$ cat src/rtl/dsts_pkg.sv
// Package for the daily schedule trigger scan: payload structs, day constants,
// and the per-entry evaluation result type. No dependencies.
`timescale 1ns / 1ps

package dsts_pkg;

  localparam int MINUTES_PER_DAY = 60 * 24;
  localparam int HALF_DAY        = MINUTES_PER_DAY / 2;
  localparam int MINUTE_W        = 11;
  localparam int WINDOW_W        = 10;
  localparam int WAIT_W          = 11;
  localparam int WAIT_MAX        = (1 << WAIT_W) - 1;
  localparam int WINDOW_RESET    = 1;
  // signed width for minute differences and wait sums
  localparam int DIFF_W          = MINUTE_W + 2;

  localparam int CFG_ADDR_W      = 3;
  localparam int CFG_DATA_W      = 32;

  // register index codes (byte address >> 2)
  localparam logic REG_TRIGGER_WINDOW = 1'b0;

  typedef struct packed {
    logic [MINUTE_W-1:0] entry_minute;
    logic                empty_slot;
    logic [MINUTE_W-1:0] now_minute;
    logic                last_entry;
  } dsts_in_t;

  typedef struct packed {
    logic              trigger;
    logic              wait_valid;
    logic [WAIT_W-1:0] wait_len;
  } dsts_out_t;

  // evaluation of one entry against the present minute
  typedef struct packed {
    logic              hit;
    logic [WAIT_W-1:0] need;
    logic [WAIT_W-1:0] fwd;
  } dsts_eval_t;

endpackage

$ cat src/rtl/dsts_cfg.sv
// APB-style register block holding trigger_window.
// Depends on dsts_pkg.
`timescale 1ns / 1ps

module dsts_cfg import dsts_pkg::*; (
  input  logic                  clk,
  input  logic                  rst_n,
  input  logic                  psel,
  input  logic                  penable,
  input  logic                  pwrite,
  input  logic [CFG_ADDR_W-1:0] paddr,
  input  logic [CFG_DATA_W-1:0] pwdata,
  output logic [CFG_DATA_W-1:0] prdata,
  output logic                  pready,
  output logic [WINDOW_W-1:0]   window
);

  logic [WINDOW_W-1:0] window_r;
  logic [WINDOW_W-1:0] window_nxt;
  logic                wr_en;

  assign pready = 1'b1;
  assign wr_en  = psel && penable && pwrite && pready;

  always_comb begin
    window_nxt = window_r;
    if (wr_en) begin
      unique case (paddr[CFG_ADDR_W-1])
        REG_TRIGGER_WINDOW: window_nxt = pwdata[WINDOW_W-1:0];
        default:            window_nxt = window_r;
      endcase
    end
  end

  always_comb begin
    unique case (paddr[CFG_ADDR_W-1])
      REG_TRIGGER_WINDOW: prdata = CFG_DATA_W'(window_r);
      default:            prdata = '0;
    endcase
  end

  always_ff @(posedge clk) begin
    if (!rst_n) begin
      window_r <= WINDOW_W'(WINDOW_RESET);
    end else begin
      window_r <= window_nxt;
    end
  end

  assign window = window_r;

endmodule

$ cat src/rtl/dsts_entry.sv
// Per-entry evaluation: clamp minutes, nearest-day difference, window test,
// minimum wait and forward wait. Depends on dsts_pkg.
`timescale 1ns / 1ps

module dsts_entry import dsts_pkg::*; (
  input  logic [MINUTE_W-1:0] entry_minute,
  input  logic [MINUTE_W-1:0] now_minute,
  input  logic [WINDOW_W-1:0] window,
  output dsts_eval_t          eval
);

  localparam logic [MINUTE_W-1:0]      MinuteMax = MINUTE_W'(MINUTES_PER_DAY - 1);
  localparam logic signed [DIFF_W-1:0] DayS      = DIFF_W'(MINUTES_PER_DAY);
  localparam logic signed [DIFF_W-1:0] HalfS     = DIFF_W'(HALF_DAY);
  localparam logic signed [DIFF_W-1:0] WaitMaxS  = DIFF_W'(WAIT_MAX);

  logic [MINUTE_W-1:0]      ev;
  logic [MINUTE_W-1:0]      now;
  logic signed [DIFF_W-1:0] diff;
  logic signed [DIFF_W-1:0] near;
  logic signed [DIFF_W-1:0] mag;
  logic signed [DIFF_W-1:0] win_s;
  logic signed [DIFF_W-1:0] need;
  logic signed [DIFF_W-1:0] fwd;

  always_comb begin
    ev    = (entry_minute > MinuteMax) ? MinuteMax : entry_minute;
    now   = (now_minute > MinuteMax) ? MinuteMax : now_minute;
    diff  = $signed({2'b00, ev}) - $signed({2'b00, now});
    win_s = $signed(DIFF_W'(window));

    near = diff;
    if (near <= -HalfS) near = near + DayS;
    if (near > HalfS)   near = near - DayS;
    mag = (near < 0) ? -near : near;

    need = near + win_s + DIFF_W'(1);
    fwd  = (diff < 0) ? diff + DayS : diff;

    eval.hit  = (mag <= win_s);
    eval.need = (need > WaitMaxS) ? WAIT_W'(WAIT_MAX) : need[WAIT_W-1:0];
    eval.fwd  = (fwd > WaitMaxS) ? WAIT_W'(WAIT_MAX) : fwd[WAIT_W-1:0];
  end

endmodule

$ cat src/rtl/daily_schedule_trigger_scan_top.sv
// Daily schedule trigger scan, top level: input register, scan state, result
// register. Depends on dsts_pkg, dsts_cfg and dsts_entry.
//
// Usage: each schedule slot is one beat on the in_ channel (valid/ready),
// carrying the slot's event minute, the empty flag, the present minute and
// the last-slot flag. Every accepted beat gives exactly one beat on the out_
// channel: trigger says the slot's event fires now; on the slot flagged last,
// wait_valid is set and wait_len holds the wait before the next scan.
// trigger_window sits at byte address 0 of the APB port, reset value 1; write
// it only while no beat is in flight.
// Path: an accepted input beat goes to the input register, then to the result
// register. Throughput: one beat per cycle while the result register drains
// (see Stall); the scan state (soonest wait, minimum wait, stopped flag) is
// read and updated in the same cycle that loads the result register.
// Reset: synchronous, active low; both pipeline stages empty, scan state set
// for a fresh scan (minimum wait 1), trigger_window back to 1.
// Stall: while out_ready is low a held result keeps its value; the input
// register still takes one more beat, then in_ready drops until the result
// register drains.
`timescale 1ns / 1ps

module daily_schedule_trigger_scan_top import dsts_pkg::*; (
  input  logic                  clk,
  input  logic                  rst_n,
  input  logic                  in_valid,
  output logic                  in_ready,
  input  dsts_in_t              in_data,
  output logic                  out_valid,
  input  logic                  out_ready,
  output dsts_out_t             out_data,
  input  logic                  psel,
  input  logic                  penable,
  input  logic                  pwrite,
  input  logic [CFG_ADDR_W-1:0] paddr,
  input  logic [CFG_DATA_W-1:0] pwdata,
  output logic [CFG_DATA_W-1:0] prdata,
  output logic                  pready
);

  logic [WINDOW_W-1:0] window;
  dsts_eval_t          eval;

  logic                s0_valid_r;
  dsts_in_t            s0_data_r;
  logic                out_valid_r;
  dsts_out_t           out_data_r;
  dsts_out_t           out_data_nxt;

  logic [WAIT_W-1:0]   soonest_r;
  logic [WAIT_W-1:0]   soonest_nxt;
  logic [WAIT_W-1:0]   least_r;
  logic [WAIT_W-1:0]   least_nxt;
  logic                stopped_r;
  logic                stopped_nxt;

  logic                advance;
  logic                in_fire;

  dsts_cfg u_cfg (
    .clk     (clk),
    .rst_n   (rst_n),
    .psel    (psel),
    .penable (penable),
    .pwrite  (pwrite),
    .paddr   (paddr),
    .pwdata  (pwdata),
    .prdata  (prdata),
    .pready  (pready),
    .window  (window)
  );

  dsts_entry u_entry (
    .entry_minute (s0_data_r.entry_minute),
    .now_minute   (s0_data_r.now_minute),
    .window       (window),
    .eval         (eval)
  );

  assign advance  = s0_valid_r && (!out_valid_r || out_ready);
  assign in_ready = !s0_valid_r || advance;
  assign in_fire  = in_valid && in_ready;

  always_comb begin
    soonest_nxt  = soonest_r;
    least_nxt    = least_r;
    stopped_nxt  = stopped_r;
    out_data_nxt = '0;

    if (!stopped_r && s0_data_r.empty_slot) begin
      stopped_nxt = 1'b1;
    end else if (!stopped_r) begin
      if (eval.hit) begin
        out_data_nxt.trigger = 1'b1;
        if (eval.need > least_r) least_nxt = eval.need;
      end else if (soonest_r == '0 || eval.fwd < soonest_r) begin
        soonest_nxt = eval.fwd;
      end
    end

    if (s0_data_r.last_entry) begin
      out_data_nxt.wait_valid = 1'b1;
      out_data_nxt.wait_len   = (soonest_nxt < least_nxt) ? least_nxt : soonest_nxt;
      // scan done: back to a fresh scan
      soonest_nxt = '0;
      least_nxt   = WAIT_W'(1);
      stopped_nxt = 1'b0;
    end
  end

  always_ff @(posedge clk) begin
    if (!rst_n) begin
      s0_valid_r  <= 1'b0;
      out_valid_r <= 1'b0;
      soonest_r   <= '0;
      least_r     <= WAIT_W'(1);
      stopped_r   <= 1'b0;
    end else begin
      if (in_fire) begin
        s0_valid_r <= 1'b1;
      end else if (advance) begin
        s0_valid_r <= 1'b0;
      end
      if (advance) begin
        out_valid_r <= 1'b1;
        soonest_r   <= soonest_nxt;
        least_r     <= least_nxt;
        stopped_r   <= stopped_nxt;
      end else if (out_ready) begin
        out_valid_r <= 1'b0;
      end
    end
  end

  always_ff @(posedge clk) begin
    if (in_fire) begin
      s0_data_r <= in_data;
    end
    if (advance) begin
      out_data_r <= out_data_nxt;
    end
  end

  assign out_valid = out_valid_r;
  assign out_data  = out_data_r;

endmodule

$ cat config.mk
export PLATFORM = sky130hd
export DESIGN_NAME = daily_schedule_trigger_scan_top
export DESIGN_NICKNAME = d
export VERILOG_FILES = /design/src/rtl/dsts_pkg.sv /design/src/rtl/dsts_cfg.sv /design/src/rtl/dsts_entry.sv /design/src/rtl/daily_schedule_trigger_scan_top.sv
export SDC_FILE = /design/constraint.sdc
export NUM_CORES = 1
export LEC_CHECK = 0
export ABC_AREA = 1
export BUFFER_PORTS_ARGS = -buffer_cell sky130_fd_sc_hd__buf_2
export CAP_MARGIN = 10
export CORE_MARGIN = 2
export CORE_UTILIZATION = 33
export CTS_CLUSTER_SIZE = 8
export DETAILED_ROUTE_END_ITERATION = 10
export SETUP_SLACK_MARGIN = 0.5
export SLEW_MARGIN = 25
export SYNTH_ARGS = -nofsm -noshare
export SYNTH_HDL_FRONTEND = slang
export SYNTH_SLANG_ARGS = --single-unit
$ cat constraint.sdc
create_clock -name clk -period 15.3 [get_ports clk]
set_input_delay 0.765 -clock clk [delete_from_list [all_inputs] [get_ports clk]]
set_output_delay 0.765 -clock clk [all_outputs]
set_load 0.03 [all_outputs]
After elaboration in Yosys (flattened, before gate mapping)
Cells that the tools add are included.
{"block": "totals", "input_bits": 66, "out_inout_bits": 48, "ff_bits": 72}
{"block": "op_classes", "magnitude_cmp": 12, "muxes": 28, "n_bitwise": 1, "reduce_logical": 18, "n_addsub": 6}
{"operator": "$mux 11", "n": 15}
{"operator": "$mux 13", "n": 4}
{"operator": "$gt 13x12->1 const B", "n": 2}
{"operator": "$gt 11x11->1 const B", "n": 2}
{"operator": "$lt 11x11->1", "n": 2}
{"operator": "$add 12x12->13 const B", "n": 1}
{"operator": "$add 13x11->13", "n": 1}
{"operator": "$add 13x2->13 const B", "n": 1}
{"operator": "$gt 13x11->1 const B", "n": 1}
{"operator": "$le 13x11->1", "n": 1}
{"operator": "$lt 13x1->1 const B", "n": 1}
{"operator": "$neg 13->13", "n": 1}
{"operator": "$sub 13x12->13 const B", "n": 1}
{"operator": "$le 12x11->1 const B", "n": 1}
{"operator": "$lt 12x1->1 const B", "n": 1}
{"operator": "$mux 12", "n": 1}
{"operator": "$sub 11x11->12", "n": 1}
{"operator": "$gt 11x11->1", "n": 1}
{"operator": "$logic_not 11->1", "n": 1}
{"operator": "$mux 10", "n": 1}
{"operator": "$mux 1", "n": 7}
{"operator": "$reduce_bool 2->1", "n": 3}
{"operator": "$logic_and 1x1->1", "n": 5}
{"operator": "$reduce_and 2->1", "n": 2}
{"operator": "other kinds (4)", "n": 8}

Depth between registers and ports, before layout
Gate-level depths: netlist of run 1.
{"block": "logic_depth", "depth_word": 19, "depth_mapped": 72, "mapped_depth_nobuf": 70}

By module
From an unflattened synthesis of run 1, not the netlist that was laid out.
{"block": "hier_totals", "hier_cells": 1035, "area_unflattened_um2": 7074.3}
{"module": "daily_schedule_trigger_scan_top", "cells_each": 401, "area_each_um2": 3445.8, "n_inst": 1, "seq_area_each_um2": 1611.5}
{"module": "dsts_entry", "cells_each": 522, "area_each_um2": 2910.3, "n_inst": 1, "seq_area_each_um2": 0.0}
{"module": "dsts_cfg", "cells_each": 112, "area_each_um2": 718.2, "n_inst": 1, "seq_area_each_um2": 200.2}

Worst setup path before layout of run 1
Ideal clock, no wire load.
{"block": "synth_path", "path_type": "flip-flop to flip-flop", "startpoint": "reg s0_data_r[22] (netlist name)", "endpoint": "reg out_data_r (netlist bit out_data[10]), data pin", "period_less_slack_ns": 8.763, "stages_incl_launch_ff": 64, "arrival_time_ns": 8.508, "n_path_buf": 2, "setup_time_ns": 0.255, "required_time_ns": 15.045, "path_slack_ns": 6.537, "path_cell_list": "edfxtp_1 > or4_1 > nand2_1 > nor2_1 > ha_1 > inv_1 > fa_1 > inv_1 > ha_1 > inv_1 > nor2_1 > nand2_1 > inv_1 > nand3_4 > nand2_4 > nand2_1 > nand2_2 > inv_1 > [... 28 more ...] > o21ai_0 > a221oi_1 > o21ai_0 > nand2_1 > inv_1 > nand4_4 > clkbuf_1 > nand2_1 > o21ai_1 > ha_1 > a21oi_1 > nor2_1 > a211oi_1 > o221a_2 > clkbuf_1 > nand3_1 > nand2_1 > nor2_1"}
{"block": "synth_via", "elab_chain_len": 18, "word_cells_on_any_way": 34, "cone_classes": "add/sub: 6; order compare: 11; mux: 16; reduce/logical: 1"}
{"element": "start: declaration", "line": "daily_schedule_trigger_scan_top.sv:44", "source": "dsts_in_t s0_data_r;"}
{"element": "start signal: assignment", "line": "daily_schedule_trigger_scan_top.sv:136", "source": "s0_data_r <= in_data;"}
{"element": "$gt 11x11->1", "line": "dsts_entry.sv:27", "source": "ev = (entry_minute > MinuteMax) ? MinuteMax : entry_minute;"}
{"element": "$mux 11 (*)", "line": "dsts_entry.sv:27"}
{"element": "$sub 11x11->12 (*)", "line": "dsts_entry.sv:29", "source": "diff = $signed({2'b00, ev}) - $signed({2'b00, now});"}
{"element": "$add 12x12->13 / $le 12x11->1 (equally long branches)", "line": "dsts_entry.sv:33, dsts_entry.sv:38"}
{"element": "$mux 13", "line": "dsts_entry.sv:33", "source": "if (near <= -HalfS) near = near + DayS;"}
{"element": "$sub 13x12->13 / $gt 13x11->1 (equally long branches)", "line": "dsts_entry.sv:34", "source": "if (near > HalfS) near = near - DayS;"}
{"element": "$mux 13", "line": "dsts_entry.sv:34"}
{"element": "$add 13x11->13", "line": "dsts_entry.sv:37", "source": "need = near + win_s + DIFF_W'(1);"}
{"element": "[... 2 more ...]"}
{"element": "$mux 11", "line": "dsts_entry.sv:41", "source": "eval.need = (need > WaitMaxS) ? WAIT_W'(WAIT_MAX) : need[WAIT_W-1:0];"}
{"element": "$gt 11x11->1", "line": "daily_schedule_trigger_scan_top.sv:94", "source": "if (eval.need > least_r) least_nxt = eval.need;"}
{"element": "$mux 11", "line": "daily_schedule_trigger_scan_top.sv:94"}
{"element": "$mux 11", "line": "daily_schedule_trigger_scan_top.sv:92", "source": "if (eval.hit) begin"}
{"element": "$mux 11", "line": "daily_schedule_trigger_scan_top.sv:91", "source": "end else if (!stopped_r) begin"}
{"element": "$mux 11", "line": "daily_schedule_trigger_scan_top.sv:89", "source": "if (!stopped_r && s0_data_r.empty_slot) begin"}
{"element": "$lt 11x11->1", "line": "daily_schedule_trigger_scan_top.sv:102", "source": "out_data_nxt.wait_len = (soonest_nxt < least_nxt) ? least_nxt : soonest_nxt;"}
{"element": "$mux 11 (*)", "line": "daily_schedule_trigger_scan_top.sv:102"}
{"element": "end signal: assignment", "line": "daily_schedule_trigger_scan_top.sv:139", "source": "out_data_r <= out_data_nxt;"}
{"element": "end: declaration", "line": "daily_schedule_trigger_scan_top.sv:46", "source": "dsts_out_t out_data_r;"}
Every way passes the cells marked *; elsewhere a longest branch is shown, timed or not.
A chain may end at the register's enable or synchronous reset.

Worst setup path after layout of run 1
{"block": "layout_path", "startpoint": "reg s0_data_r[22] (netlist name)", "endpoint": "reg out_data_r (netlist bit out_data[1]), data pin"}
The elaborated chain is that of the path after synthesis.

==> qor.txt, run 1 <==
Status: finished clean
Most frequent cells in the layout: nand2_1 (246), inv_1 (142), nor2_1 (86), ha_1 (72), a21oi_1 (69)
Post-cts resize count: 0
#FFs+latches synth: 72
Placement Rows: 52
CTS tree: done
RePlAce Congestion: 0.8775
Starting Density: 0.3339
Metal3 WL: 448 um
Root Buffer: clkbuf_16
Clk Latency, worst-skew pair: 0.34 ns
Core Util, Final: 0.3729
P_int: 764.5 uW
TritonCTS Buffers: 9
Worst hold slack: 0.4490 ns
Vias: 5,977
Worst-path fanout max: 22
Initial DRC count: 354
Total Nets Final: 1,172
Largest net degree at the start of global routing: 26
Logic pwr share: 0.708
Total GRT Usage: 0.1485
Antenna Cells: 0
Clock transition at path regs: 0.06 ns
Max-Cap Viols: 0
Clock Sinks: 72
Setup Buffers After CTS: 0
Core area: 0.02004 mm2
Routed length per placed instance: 11.91 um
Max layer used: met4
Final Skew: 0.01003 ns
CP required: 15.40 ns
Die height: 146.4 um
CP startpoint kind: register
Post-synth top area share: 0.1660
Synthesized area per cell: 6.863 um2
Final WL: 15,570 um
DRT Pass-1 Iters: 5
Crit path kind: register to register
Antenna violations before repair: 0
Hold Crit Class: register to register
CP endpoint kind: register
Total power: 1587 uW
Post-DRT Antenna Nets: 0
Post-Syn Area: 0.006691 mm2
H-tree depth: 3
Clock power frac: 0.131
Crit path max-delay cell type: fa_1
Final-report hold violation count: 0
Sequential Power Share: 0.162
Worst path max stage delay: 0.58 ns
Sequential-to-total area share from yosys stat: 0.2708
Met1 WL: 7726 um
Yosys Warn Count: 0
Final min period: 10.03 ns
Tcrit/Tclk final: 0.6554
DP Wirelength: 12,370 um
RSZ-0062 raised after global routing: false
Port Buf Inserts: 66
DR WL met2: 7227 um
Leakage: 0.003759 uW
Hold Buf Count CTS: 0
Worst IR Drop VDD: 110.9 uV
FF/Latch Area: 0.001812 mm2
Actual slew at the worst max-slew pin: 0.9241 ns
Fin. max-slew vios: 0
Power Density: 212.4 mW/mm2
Chip width: 146.4 um
Switching power: 822.8 uW
Vias in the first global route: 5,374
DIE AREA: 0.02143 mm2
Share of layout cells above drive strength 1: 0.1427
# IOs: 114
Distinct cells, synth: 46
First-pass GRT wire length: 25,800 um
Cell taking the most area after synthesis: edfxtp_1
CTS max path bufs: 2
Post-Synthesis Cells: 975
Top post-synthesis cells by area: edfxtp_1 (17%), nand2_1 (14%), ha_1 (13%)
Slew margin rel.: 0.3832
Setup TNS: 0 ns
P&R area growth vs syn: 11.69%
Finish-stage setup viols: 0
Fmax: 0.09972 GHz
CP Data Arrival Time: 10.13 ns
Global route overflow: 0
Commonest non-fill, non-tap cell in the layout: nand2_1
Vias per inst: 4.573
Switch share: 0.5184
Area of the multi-input gates: 0.004116 mm2
Fillers: 2,221
Residual DRC count: 0
-- cell families after synthesis --
family,synth area share
AO/OA/AOI/OAI,0.1189
XOR/XNOR,0.02749
adder cells (fa/ha/maj),0.1406
buffers and inverters,0.1262
flip-flops,0.2708
other,0.001122
AND/OR/NAND/NOR,0.3149
-- power by group through the flow --
stage,clock network (uW),logic (uW),registers [uW]
floorplan,0,886,293
detailed placement,0,1120,261
global placement,0,1100,261
CTS,214,1120,257
global route,219,1300,259
finish,207,1120,257
-- final cells by class --
class	instances	share of cell area
Clock inverter	5	0.005023
Inverter	154	0.07735
Tap cell	270	0.04520
Multi-Input combinational cell	728	0.5508
Sequential cell	72	0.2424
Clock buffer	11	0.03399
Timing Repair Buffer	67	0.04520
-- worst paths after layout --
| path | startpoint | end | slack, ns | cells after the start |
|---|---|---|---|---|
| min reg2reg | stopped_r | stopped_r | 0.45 | 2 |
| min | stopped_r | stopped_r | 0.45 | 2 |
| max | s0_data_r[22] | out_data[1] | 5.27 | 61 |
| max reg2reg | s0_data_r[22] | out_data[1] | 5.27 | 61 |
-- flip-flops by register name, indices dropped and copies added, names as in the netlist --
register and count:
soonest_r 11, stopped_r 1, least_r 11, out_valid 1, out_data 13, s0_valid_r 1
s0_data_r 24, u_cfg.window 10
-- synthesized netlist by cell type (all sizes together) --
| cell type | number |
|---|---|
| clkinv | 2 |
| inv | 152 |
| o211ai | 1 |
| o21ai | 44 |
| nor3b | 1 |
| a211oi | 2 |
| o21bai | 6 |
| nor4 | 3 |
| edfxtp | 37 |
| a221oi | 2 |
| nor2 | 95 |
| nor3 | 6 |
| a21oi | 71 |
| conb | 2 |
| or4 | 1 |
| o221a | 2 |
| a21o | 4 |
| and3 | 1 |
| nand2 | 276 |
| and2 | 1 |
| xnor2 | 4 |
| dfxtp | 35 |
| nand3 | 60 |
| xor2 | 17 |
| nand4 | 14 |
| o22ai | 10 |
| or2 | 6 |
| buf | 29 |
| ha | 72 |
| clkbuf | 13 |
| nand3b | 3 |
| o2111ai | 1 |
| fa | 2 |
-- critical path, delay by kind of cell, from the launching register on --
kind            cells  cell delay (ns)
compound gates     16             2.89
buf+inv            10             0.99
flops               1             0.41
simple gates       28             3.45
fa+ha+maj           7             2.01
-- layer usage --
layer,track usage,up-vias
met1,0.1999,2654
li1,-,3220
met5,0,-
met3,0.02250,11
met4,0.04126,0
met2,0.2483,92
-- through the flow --
stage	area, um2	cells	worst slack [ns]
2_1_floorplan	6770	996	6.537
3_3_place_gp	7179	1291	5.052
3_5_place_dp	7179	1291	5.029
4_1_cts	7471	1307	4.993
5_1_grt	7473	1307	4.178
6_report	7473	1307	5.272
(Power assumes the default switching activity.)
==> run 2: changes to the inputs <==
--- a/config.mk
+++ b/config.mk
@@ -5,7 +5,7 @@
 export SDC_FILE = /design/constraint.sdc
 export NUM_CORES = 1
 export LEC_CHECK = 0
-export ABC_AREA = 1
+export ABC_AREA = 0
 export BUFFER_PORTS_ARGS = -buffer_cell sky130_fd_sc_hd__buf_2
 export CAP_MARGIN = 10
 export CORE_MARGIN = 2
==> constraint.sdc (replaced) <==
create_clock -name clk -period 8.16 [get_ports clk]
set_input_delay 0.408 -clock clk [delete_from_list [all_inputs] [get_ports clk]]
set_output_delay 0.408 -clock clk [all_outputs]
set_load 0.03 [all_outputs]
==> run 2 against run 1 <==
The flow now finishes with violations (negative setup slack). Synthesized cell count is 19% lower. Non-clock buffer count is 246 higher. Worst setup slack worse by 7.5 ns. Routed wire length is 37% higher. Via count is 17% higher. Hold slack worse by 0.22 ns.
==> qor.txt, run 2 <==
DP Wirelength: 16,010 um
Synthesized area per cell: 8.650 um2
Leakage: 0.004381 uW
Starting Density: 0.3360
Switch share: 0.4307
Distinct cells, synth: 83
Post-DRT Antenna Nets: 0
Worst setup margin: -2.207 ns
H-tree depth: 3
Antenna violations before repair: 0
Port Buf Inserts: 66
Post-synth EDFFs: 37
Crit path kind: register to register
Most frequent cells in the layout: buf_4 (220), nand2_1 (79), buf_2 (66), ha_1 (60), inv_1 (52)
Post-Syn Area: 0.006799 mm2
Worst path max stage delay: 0.45 ns
Final Skew: 0.009395 ns
CP endpoint kind: register
P_int: 2306 uW
Hold Buf Count CTS: 0
Placement Rows: 52
Worst-path fanout max: 6
Top post-synthesis cells by area: edfxtp_1 (16%), ha_1 (13%), dfxtp_1 (10%)
Total power: 4051 uW
TritonCTS Buffers: 9
Commonest non-fill, non-tap cell in the layout: buf_4
Vias: 6,968
Routed length per placed instance: 15.70 um
Crit path max-delay cell type: or4_4
Switching power: 1745 uW
Die height: 147.5 um
Top cell by count, worst path: o21a_1
CP startpoint kind: register
Sequential-to-total area share from yosys stat: 0.2665
Inst Count DP: 1,300
Post-synth top area share: 0.1634
Logic pwr share: 0.795
Tcrit/Tclk final: 1.270
Slew margin rel.: 0.2867
Hold Crit Class: primary input to register
# IOs: 114
Vias in the first global route: 6,628
Top-count cell post-synth: nand2_1
RSZ-0062 raised after global routing: true
Max reg flops: 24
Fin. max-slew vios: 0
Core Util, Final: 0.5015
DIE AREA: 0.02177 mm2
Power Density: 399.2 mW/mm2
Global route overflow: 0
CP Data Arrival Time: 10.46 ns
Initial DRC count: 451
CP required: 8.26 ns
Core area: 0.02023 mm2
Fmax: 0.09646 GHz
Pre-CTS setup slack: -2.442 ns
Most flops, register: s0_data_r
List of most frequent post-synthesis cells: nand2_1 (80), ha_1 (72), inv_1 (54), nor2_1 (42), edfxtp_1 (37)
Antenna Cells: 0
Worst hold slack: 0.2297 ns
Clock transition at path regs: 0.07 ns
First-pass GRT wire length: 33,710 um
Largest net degree at the start of global routing: 36
Final WL: 21,290 um
Root Buffer: clkbuf_16
Sequential Power Share: 0.108
Final min period: 10.37 ns
DRT Pass-1 Iters: 8
RePlAce Congestion: 0.9611
Failing checks: negative setup slack
RR Startpoint: s0_data_r[7]
Total GRT Usage: 0.1926
#FFs+latches synth: 72
Final-report hold violation count: 0
CTS max path bufs: 2
Crit. Startpoint: s0_data_r[7]
Cell taking the most area after synthesis: edfxtp_1
Total Nets Final: 1,221
Max-Cap Viols: 0
Clock power frac: 0.097
Yosys Warn Count: 0
P&R area growth vs syn: 49.26%
Share of layout cells above drive strength 1: 0.4162
Most used flip-flop cell after synthesis: edfxtp_1
Post-Synthesis Cells: 786
Clk Latency, worst-skew pair: 0.35 ns
Status: complete, but fails checks
Chip width: 147.5 um
Actual slew at the worst max-slew pin: 1.069 ns
Fillers: 1,835
Finish-stage setup viols: 22
Non-filler cells, final: 1,356
CTS tree: done
Startpoint of the worst hold path: in_data[7]
Worst IR Drop VDD: 242.4 uV
Clock Sinks: 72
Vias per inst: 5.139
Asr flop ratio synth: 0
Residual DRC count: 0
## run 2: cell types whose count changed in the layout (fill, tap and decap cells not counted), sizes merged, moves of 26 or more
cell,change
a21oi,-45
buf,+246
inv,-95
nand2,-196
nand2b,+26
nand3,-49
nor2,-53
## run 2: power by group through the flow
| stage | Combinational (uW) | Clock, uW | Sequential, uW |
|---|---|---|---|
| detailed placement | 2590 | 0 | 443 |
| finish | 3220 | 395 | 436 |
| floorplan | 1560 | 0 | 462 |
| global route | 3490 | 420 | 440 |
| CTS | 2970 | 401 | 436 |
| global placement | 2570 | 0 | 442 |
## run 2: kinds of logic after synthesis
kind of cell | synth area share
other | 0.001105
adder cells (fa/ha/maj) | 0.1384
multiplexers | 0.05447
AO/OA/AOI/OAI | 0.2273
buffers and inverters | 0.07655
XOR/XNOR | 0.03589
flip-flops | 0.2665
AND/OR/NAND/NOR | 0.1999
## run 2: final timing paths
check | end | slack [ns] | depth (start not counted)
max | out_data[4] | -2.21 | 59
min | s0_data_r[7] | 0.23 | 1
max reg2reg | out_data[4] | -2.21 | 59
min reg2reg | u_cfg.window[1] | 0.48 | 2
## run 2: repair_timing
| action | 4_1_cts | 5_1_grt |
|---|---|---|
| resized for setup | 77 | 48 |
| setup buffers | 23 | 16 |
| cloned | 1 | 0 |
| setup endpoints to repair | 33 | 34 |
| pin swaps | 32 | 24 |
## run 2: critical path: cells and delay by family, from the launching register on
kind            cells  cell delay [ns]
simple gates       15             1.75
mux                 2             0.34
compound gates     30             5.23
fa+ha+maj           5             1.31
flops               1             0.41
xor+xnor            1             0.22
buf+inv             6             0.84
## run 2: area by class of cell
class	count	area (um2)	share of cell area
Sequential cell	72	1812	0.1785
Clock buffer	9	225.2	0.02219
Tap cell	270	337.8	0.03329
Multi-Input combinational cell	629	5196	0.5120
Clock inverter	7	65.06	0.006411
Timing Repair Buffer	313	2302	0.2269
Inverter	56	210.2	0.02071
## run 2: routing by layer
layer | up-vias | wire length (um) | GRT usage
li1 | 3417 | - | -
met1 | 3292 | 9694 | 0.2599
met2 | 210 | 10120 | 0.3179
met3 | 49 | 930 | 0.02963
met4 | 0 | 545 | 0.05962
met5 | - | 0 | 0
## run 2: through the flow
stage / setup TNS (ns) / cell area, um2
after detailed placement: -37.01 / 8956
after CTS: -29.17 / 9793
final: -32.25 / 10150
after global routing: -45.74 / 10150
after floorplan: -28.39 / 7048
after global placement: -29.57 / 8956
